## src/rtl/core/upc_pkg.sv

```systemverilog
`default_nettype none
package upc_pkg;

  localparam logic [7:0] CH_PCT   = 8'h25;
  localparam logic [7:0] CH_PLUS  = 8'h2B;
  localparam logic [7:0] CH_SPACE = 8'h20;
  localparam logic [7:0] CH_ZERO  = 8'h30;
  localparam logic [7:0] CH_NINE  = 8'h39;
  localparam logic [7:0] CH_UA    = 8'h41;
  localparam logic [7:0] CH_UF    = 8'h46;
  localparam logic [7:0] CH_UZ    = 8'h5A;
  localparam logic [7:0] CH_LA    = 8'h61;
  localparam logic [7:0] CH_LF    = 8'h66;
  localparam logic [7:0] CH_LZ    = 8'h7A;
  localparam logic [7:0] CH_DASH  = 8'h2D;
  localparam logic [7:0] CH_UNDER = 8'h5F;
  localparam logic [7:0] CH_DOT   = 8'h2E;
  localparam logic [7:0] CH_TILDE = 8'h7E;
  localparam logic [7:0] HEX_TEN  = 8'd10;

  localparam int unsigned MaxResults = 3;

  // Register index as decoded from paddr.
  localparam logic REG_MODE = 1'b0;

  typedef enum logic {
    MODE_ENCODE = 1'b0,
    MODE_DECODE = 1'b1
  } mode_e;

  typedef enum logic [1:0] {
    PH_IDLE = 2'd0,
    PH_PCT  = 2'd1,
    PH_HIGH = 2'd2
  } phase_e;

  // Results of one input item plus the escape state it leaves behind.
  typedef struct packed {
    logic [1:0]      count;
    logic [2:0][7:0] bytes;
    logic            last;
    phase_e          phase;
    logic [3:0]      nibble;
  } conv_res_t;

  function automatic logic is_unreserved(input logic [7:0] c);
    logic r;
    r = (c >= CH_ZERO && c <= CH_NINE) || (c >= CH_UA && c <= CH_UZ) ||
        (c >= CH_LA && c <= CH_LZ) || c == CH_DASH || c == CH_UNDER ||
        c == CH_DOT || c == CH_TILDE;
    return r;
  endfunction

  function automatic logic [7:0] hex_digit(input logic [3:0] v);
    logic [7:0] w;
    w = {4'b0000, v};
    return (w < HEX_TEN) ? CH_ZERO + w : CH_UA + w - HEX_TEN;
  endfunction

  function automatic logic [3:0] hex_value(input logic [7:0] c);
    logic [7:0] d;
    d = 8'h00;
    if (c >= CH_ZERO && c <= CH_NINE) begin
      d = c - CH_ZERO;
    end else if (c >= CH_UA && c <= CH_UF) begin
      d = c - CH_UA + HEX_TEN;
    end else if (c >= CH_LA && c <= CH_LF) begin
      d = c - CH_LA + HEX_TEN;
    end
    return d[3:0];
  endfunction

endpackage
`default_nettype wire

```

## src/rtl/core/url_percent_codec.sv

```systemverilog
// Channel   Dir  Payload                          Handshake
// s_*       in   tdata: in_byte[7:0]; tlast       s_tvalid_i / s_tready_o
// m_*       out  tdata: out_byte[7:0]; tlast      m_tvalid_o / m_tready_i
// APB       in   reg 0 at 0x0: mode[0]            psel_i, penable_i, pready_o
//
// An item is held in an input register, converted in one pass and its
// results (up to three bytes) loaded into an output buffer that sends one
// byte per cycle while m_tready_i is high. Encoding yields 1 or 3 bytes
// per item; decoding yields 0 to 2. Reset clears mode, escape state and
// both valid flags. The input register takes the next item while the
// buffer still holds results, and stalls only when both are occupied.
`default_nettype none
module url_percent_codec (
  input  wire logic        clk_i,
  input  wire logic        rst_ni,
  input  wire logic        s_tvalid_i,
  output logic             s_tready_o,
  input  wire logic [7:0]  s_tdata_i,   // in_byte[7:0]
  input  wire logic        s_tlast_i,
  output logic             m_tvalid_o,
  input  wire logic        m_tready_i,
  output logic [7:0]       m_tdata_o,   // out_byte[7:0]
  output logic             m_tlast_o,
  input  wire logic        psel_i,
  input  wire logic        penable_i,
  input  wire logic        pwrite_i,
  input  wire logic [2:0]  paddr_i,
  input  wire logic [31:0] pwdata_i,
  output logic [31:0]      prdata_o,
  output logic             pready_o
);

  upc_pkg::mode_e     mode_q, mode_d;
  upc_pkg::phase_e    phase_q, phase_d;
  logic [3:0]         nibble_q, nibble_d;
  logic               in_valid_q, in_valid_d;
  logic [7:0]         in_byte_q;
  logic               in_last_q;
  logic               ob_free;
  logic               consume;
  logic               cfg_wr;
  upc_pkg::conv_res_t res;

  assign pready_o = 1'b1;
  assign cfg_wr   = psel_i && penable_i && pwrite_i && pready_o &&
                    (paddr_i[2] == upc_pkg::REG_MODE);
  assign prdata_o = (paddr_i[2] == upc_pkg::REG_MODE) ? {31'd0, mode_q} : 32'd0;

  assign consume    = in_valid_q && ob_free;
  assign s_tready_o = !in_valid_q || consume;

  upc_convert u_convert (
    .mode_i   (mode_q),
    .phase_i  (phase_q),
    .nibble_i (nibble_q),
    .byte_i   (in_byte_q),
    .last_i   (in_last_q),
    .res_o    (res)
  );

  upc_outbuf u_outbuf (
    .clk_i      (clk_i),
    .rst_ni     (rst_ni),
    .load_i     (consume),
    .res_i      (res),
    .free_o     (ob_free),
    .m_tvalid_o (m_tvalid_o),
    .m_tready_i (m_tready_i),
    .m_tdata_o  (m_tdata_o),
    .m_tlast_o  (m_tlast_o)
  );

  always_comb begin
    mode_d     = mode_q;
    phase_d    = phase_q;
    nibble_d   = nibble_q;
    in_valid_d = in_valid_q;
    if (consume) begin
      phase_d    = res.phase;
      nibble_d   = res.nibble;
      in_valid_d = 1'b0;
    end
    if (s_tvalid_i && s_tready_o) begin
      in_valid_d = 1'b1;
    end
    // A mode write abandons any pending escape.
    if (cfg_wr) begin
      mode_d   = upc_pkg::mode_e'(pwdata_i[0]);
      phase_d  = upc_pkg::PH_IDLE;
      nibble_d = 4'h0;
    end
  end

  always_ff @(posedge clk_i or negedge rst_ni) begin
    if (!rst_ni) begin
      mode_q     <= upc_pkg::MODE_ENCODE;
      phase_q    <= upc_pkg::PH_IDLE;
      nibble_q   <= 4'h0;
      in_valid_q <= 1'b0;
    end else begin
      mode_q     <= mode_d;
      phase_q    <= phase_d;
      nibble_q   <= nibble_d;
      in_valid_q <= in_valid_d;
    end
  end

  always_ff @(posedge clk_i) begin
    if (s_tvalid_i && s_tready_o) begin
      in_byte_q <= s_tdata_i;
      in_last_q <= s_tlast_i;
    end
  end

  a_escape_only_decode: assert property (@(posedge clk_i) disable iff (!rst_ni)
    phase_q != upc_pkg::PH_IDLE |-> mode_q == upc_pkg::MODE_DECODE)
    else $error("escape pending while encoding");

  a_phase_legal: assert property (@(posedge clk_i) disable iff (!rst_ni)
    phase_q == upc_pkg::PH_IDLE || phase_q == upc_pkg::PH_PCT ||
    phase_q == upc_pkg::PH_HIGH)
    else $error("unreachable escape phase");

  a_last_clears: assert property (@(posedge clk_i) disable iff (!rst_ni)
    consume && in_last_q |=> phase_q == upc_pkg::PH_IDLE && nibble_q == 4'h0)
    else $error("escape state survives end of string");

endmodule
`default_nettype wire

```

## src/rtl/core/upc_convert.sv

```systemverilog
`default_nettype none
module upc_convert (
  input  wire upc_pkg::mode_e     mode_i,
  input  wire upc_pkg::phase_e    phase_i,
  input  wire logic [3:0]         nibble_i,
  input  wire logic [7:0]         byte_i,
  input  wire logic               last_i,
  output upc_pkg::conv_res_t      res_o
);

  logic [7:0] plain;

  // A byte outside an escape: '+' decodes to a space, all else passes.
  assign plain = (byte_i == upc_pkg::CH_PLUS) ? upc_pkg::CH_SPACE : byte_i;

  always_comb begin
    res_o        = '0;
    res_o.last   = last_i;
    res_o.phase  = phase_i;
    res_o.nibble = nibble_i;
    if (mode_i == upc_pkg::MODE_ENCODE) begin
      if (upc_pkg::is_unreserved(byte_i)) begin
        res_o.count    = 2'd1;
        res_o.bytes[0] = byte_i;
      end else if (byte_i == upc_pkg::CH_SPACE) begin
        res_o.count    = 2'd1;
        res_o.bytes[0] = upc_pkg::CH_PLUS;
      end else begin
        res_o.count    = 2'd3;
        res_o.bytes[0] = upc_pkg::CH_PCT;
        res_o.bytes[1] = upc_pkg::hex_digit(byte_i[7:4]);
        res_o.bytes[2] = upc_pkg::hex_digit(byte_i[3:0]);
      end
    end else begin
      case (phase_i)
        upc_pkg::PH_PCT: begin
          if (last_i) begin
            res_o.count    = 2'd2;
            res_o.bytes[0] = upc_pkg::CH_PCT;
            res_o.bytes[1] = plain;
          end else begin
            res_o.nibble = upc_pkg::hex_value(byte_i);
            res_o.phase  = upc_pkg::PH_HIGH;
          end
        end
        upc_pkg::PH_HIGH: begin
          res_o.count    = 2'd1;
          res_o.bytes[0] = {nibble_i, upc_pkg::hex_value(byte_i)};
          res_o.phase    = upc_pkg::PH_IDLE;
          res_o.nibble   = 4'h0;
        end
        default: begin
          res_o.phase = upc_pkg::PH_IDLE;
          if (byte_i == upc_pkg::CH_PCT && !last_i) begin
            res_o.phase = upc_pkg::PH_PCT;
          end else begin
            res_o.count    = 2'd1;
            res_o.bytes[0] = plain;
          end
        end
      endcase
    end
    if (last_i) begin
      res_o.phase  = upc_pkg::PH_IDLE;
      res_o.nibble = 4'h0;
    end
  end

endmodule
`default_nettype wire

```

## src/rtl/core/upc_outbuf.sv

```systemverilog
`default_nettype none
module upc_outbuf (
  input  wire logic               clk_i,
  input  wire logic               rst_ni,
  input  wire logic               load_i,
  input  wire upc_pkg::conv_res_t res_i,
  output logic                    free_o,
  output logic                    m_tvalid_o,
  input  wire logic               m_tready_i,
  output logic [7:0]              m_tdata_o,
  output logic                    m_tlast_o
);

  logic [2:0][7:0] slot_q, slot_d;
  logic [1:0]      rem_q, rem_d;
  logic            last_q, last_d;
  logic            pop;

  assign pop        = m_tvalid_o && m_tready_i;
  assign m_tvalid_o = (rem_q != 2'd0);
  assign m_tdata_o  = slot_q[0];
  assign m_tlast_o  = last_q && (rem_q == 2'd1);
  // The buffer can take a new item's results once its last byte leaves.
  assign free_o     = (rem_q == 2'd0) || (rem_q == 2'd1 && m_tready_i);

  always_comb begin
    slot_d = slot_q;
    rem_d  = rem_q;
    last_d = last_q;
    if (load_i) begin
      slot_d = res_i.bytes;
      rem_d  = res_i.count;
      last_d = res_i.last;
    end else if (pop) begin
      slot_d = {8'h00, slot_q[2], slot_q[1]};
      rem_d  = rem_q - 2'd1;
    end
  end

  always_ff @(posedge clk_i or negedge rst_ni) begin
    if (!rst_ni) begin
      rem_q  <= 2'd0;
      last_q <= 1'b0;
    end else begin
      rem_q  <= rem_d;
      last_q <= last_d;
    end
  end

  always_ff @(posedge clk_i) begin
    slot_q <= slot_d;
  end

  a_load_when_free: assert property (@(posedge clk_i) disable iff (!rst_ni)
    load_i |-> rem_q == 2'd0 || (rem_q == 2'd1 && pop))
    else $error("results loaded over bytes not yet delivered");

endmodule
`default_nettype wire
```

## config.mk

```make
export PLATFORM = sky130hd
export DESIGN_NAME = url_percent_codec
export DESIGN_NICKNAME = d
export VERILOG_FILES = /design/src/rtl/core/upc_pkg.sv /design/src/rtl/core/url_percent_codec.sv /design/src/rtl/core/upc_convert.sv /design/src/rtl/core/upc_outbuf.sv
export SDC_FILE = /design/constraint.sdc
export NUM_CORES = 1
export LEC_CHECK = 0
export ABC_AREA = 1
export BUFFER_PORTS_ARGS = -buffer_cell sky130_fd_sc_hd__buf_2
export CAP_MARGIN = 5
export CORE_MARGIN = 2
export CORE_UTILIZATION = 42
export DETAILED_ROUTE_END_ITERATION = 6
export PLACE_DENSITY_LB_ADDON = 0.05
export SLEW_MARGIN = 20
export SYNTH_ARGS = -nofsm -noshare
export SYNTH_HDL_FRONTEND = slang
export SYNTH_SLANG_ARGS = --single-unit
```

## constraint.sdc

```tcl
create_clock -name clk_i -period 5.8 [get_ports clk_i]
set_input_delay 0.58 -clock clk_i [delete_from_list [all_inputs] [get_ports clk_i]]
set_output_delay 0.58 -clock clk_i [all_outputs]
set_load 0.02 [all_outputs]
```

==> results.json <==
{
  "rows": 31,
  "dieArea_mm2": 0.008397,
  "worstMarginPinSlew_ps": 691.6,
  "cts-htree-levels": 2,
  "required_ps": 5930,
  "die-height_um": 91.64,
  "worstPathCellList": "inv_1 -> ha_1 -> nand2_2 -> nand3_2 -> nand2_2 -> nand2_4 -> nand2_4 -> nand2_4 -> nor2_8 -> nand4_4 -> o21ai_0",
  "post_cts_resized": 0,
  "clock-sinks": 43,
  "postLayoutCoreUtil": 0.4540,
  "syn_avg_cell_area_um2": 8.064,
  "maxCapViolations": 0,
  "pre_cts_ws_ps": 3221,
  "yosys.area_share.adder": 0.05818,
  "synthCells": 400,
  "crit_fanout": 13,
  "ir_drop_mv": 0.1207,
  "synth_xor_area_frac": 0.005431,
  "rsz0062_at_grt": "no",
  "finalSetupViolCount": 0,
  "pin_count": 95,
  "via_count": 2515,
  "path_clk_slew_ps": 90,
  "io_buffers": 29,
  "die_x_um": 91.64,
  "start_util": 0.4400,
  "critPathSlowestCell": "edfxtp_1",
  "grt_max_degree": 28,
  "globalRouteTotalUtil": 0.1882,
  "crit_path_frequent_cell": "nand2_4",
  "setup_ws_ps": 3230,
  "hold_path_class": "input pin to asynchronous set/reset pin",
  "syn_area_mm2": 0.003226,
  "cts_setup_buffers": 0,
  "synth_mux_area_frac": 0,
  "yosys_register_bits": 43,
  "yosys.area_share.simple": 0.2735,
  "slowest_delay_ps": 590,
  "path_class": "flop to flop",
  "synth_top_family_by_area": "simple AND/OR/NAND/NOR gates",
  "grt-ovfl-total": 0,
  "status": "finished clean",
  "final-max-slew-violation-count": 0,
  "avgRoutedWirePerCell_um": 14.33,
  "seqCellArea_mm2": 0.001236,
  "multi_input_area_mm2": 0.001539,
  "vias_per_cell": 4.865,
  "area_growth_pct": 3.181,
  "cts_buffers": 5,
  "synth_compound_area_frac": 0.1016,
  "cp-end-kind": "flop",
  "core_mm2": 0.007331,
  "power_uw": 1435,
  "antenna_left": 0,
  "arrival_ps": 2700,
  "hpwl_um": 5604,
  "p_leak_uw": 0.001602,
  "clock_path_buffers": 2,
  "clock_skew_ps": 8.637,
  "drive_gt1_frac": 0.1651,
  "setup_tns_ps": 0,
  "wirelength_um": 7407,
  "slew_headroom": 0.5384,
  "synth.distinct_cells": 34,
  "fin_nets": 483,
  "nFillCells": 761,
  "power_density_mw_per_mm2": 431.3,
  "antenna_cells": 0,
  "min_period_over_period": 0.4431,
  "min_period_ps": 2570,
  "clk_latency_ps": 300,
  "layout_commonest_cell": "nand2_1",
  "dpl_cell_area_mm2": 0.003239,
  "yosysWarningCount": 0,
  "drc": 0,
  "cts_hold_buf": 0,
  "cp-start-kind": "flop",
  "antenna_found_initial": 0,
  "first_global_vias": 2391,
  "finalHoldViolCount": 0,
  "drt-initial-drc-count": 87,
  "cts_tree": "built",
  "seq_area_frac_synth": 0.3832,
  "gp_congestion": 0.8715,
  "layout_common_cells": "nand2_1 (94), inv_1 (43), nor2_1 (35)",
  "cts-root-buf": "clkbuf_8",
  "grt_pass1_wl_um": 12340,
  "stdcell_area_mm2": 0.003328,
  "drt-pass1-iter-count": 4,
  "fmax_ghz": 0.3891
}
## worst paths after layout
check / from / slack [ps] / to / depth (start not counted)
max: in_byte_q[0] / 3230 / u_outbuf.slot_q[8] / 11
min: rst_ni / 130 / u_outbuf.last_q / 1
max reg2reg: in_byte_q[0] / 3230 / u_outbuf.slot_q[8] / 11
min reg2reg: u_outbuf.last_q / 500 / u_outbuf.last_q / 2
max in group asynchronous: rst_ni / 5460 / u_outbuf.rem_q[1] / 1
min in group clk_i: s_tdata_i[5] / 460 / in_byte_q[5] / 1
## stage by stage
| step | cells | hold WS, ps |
|---|---|---|
| after CTS | 517 | 135.5 |
| final | 517 | 134.8 |
| after global placement | 509 | 473.0 |
| after detailed placement | 509 | 473.2 |
| after floorplan | 430 | 284.4 |
| after global routing | 517 | 145.8 |
## cell type report
cell class	count	share of cell area
multi-input cells	290	0.4624
flip-flops and latches	43	0.3714
inverters	46	0.05414
repair buffers	31	0.04812
well taps	99	0.03722
clock buffers	5	0.02068
clock inverters	3	0.006015
## flip-flops by register name, summed over array words and instances, names as in the netlist
register,flops
u_outbuf.slot_q,15
in_byte_q,8
u_outbuf.m_tdata_o,8
nibble_q,4
phase_q,2
u_outbuf.rem_q,2
in_last_q,1
in_valid_q,1
mode_q,1
u_outbuf.last_q,1
## synth_stat cells
cell / instances / area share
inv_1: 43 / 0.050
nor2_4: 2 / 0.0070
nor3_1: 2 / 0.0031
buf_1: 1 / 0.0012
a32oi_1: 2 / 0.0054
o21bai_2: 1 / 0.0035
buf_4: 41 / 0.095
o21ai_2: 2 / 0.0054
a31oi_1: 4 / 0.0078
nand2_4: 3 / 0.010
nand3_2: 4 / 0.012
xor2_1: 2 / 0.0054
a22oi_1: 2 / 0.0047
conb_1: 2 / 0.0023
nand3_1: 29 / 0.045
ha_1: 15 / 0.058
nand4_1: 4 / 0.0078
buf_2: 3 / 0.0047
edfxtp_1: 32 / 0.30
clkbuf_1: 1 / 0.0012
inv_4: 3 / 0.0058
nor3_2: 1 / 0.0031
o22ai_1: 4 / 0.0078
nand4_4: 1 / 0.0066
a21oi_1: 19 / 0.029
nand2_2: 7 / 0.014
nor4_1: 1 / 0.0019
o21ai_0: 19 / 0.029
nor2_8: 2 / 0.012
nand2_1: 94 / 0.11
nor2_1: 35 / 0.041
buf_6: 5 / 0.017
dfrtp_1: 11 / 0.085
a21oi_2: 3 / 0.0081
## critical path, delay by kind of cell (launching register included)
kind	cells	cell delay, ps
compound gates	1	280
fa+ha+maj	1	310
buf+inv	1	280
flops	1	590
simple gates	8	930
## power breakdown
group	internal (uW)	switching [uW]	total [uW]	leakage [uW]
Clock	83.9	108	192	0.0000402
Sequential	495	85.5	581	0.000459
Combinational	206	457	663	0.00110
## cells by family after synthesis
kind of cell / count (synthesis)
buf+inv: 97
xor+xnor: 2
simple gates: 185
compound gates: 56
other cells: 2
fa+ha+maj: 15
flops: 43
## routing by layer
| layer | wire length (um) | vias to the layer above | global-route usage | part of all wire |
|---|---|---|---|---|
| li1 | - | 1268 | - | - |
| met1 | 3409 | 1174 | 0.2492 | 0.46 |
| met2 | 3608 | 63 | 0.3174 | 0.49 |
| met3 | 288 | 10 | 0.03040 | 0.039 |
| met4 | 99 | 0 | 0.05429 | 0.013 |
| met5 | 0 | - | 0 | 0 |
Power figures use the tool's default switching activity.
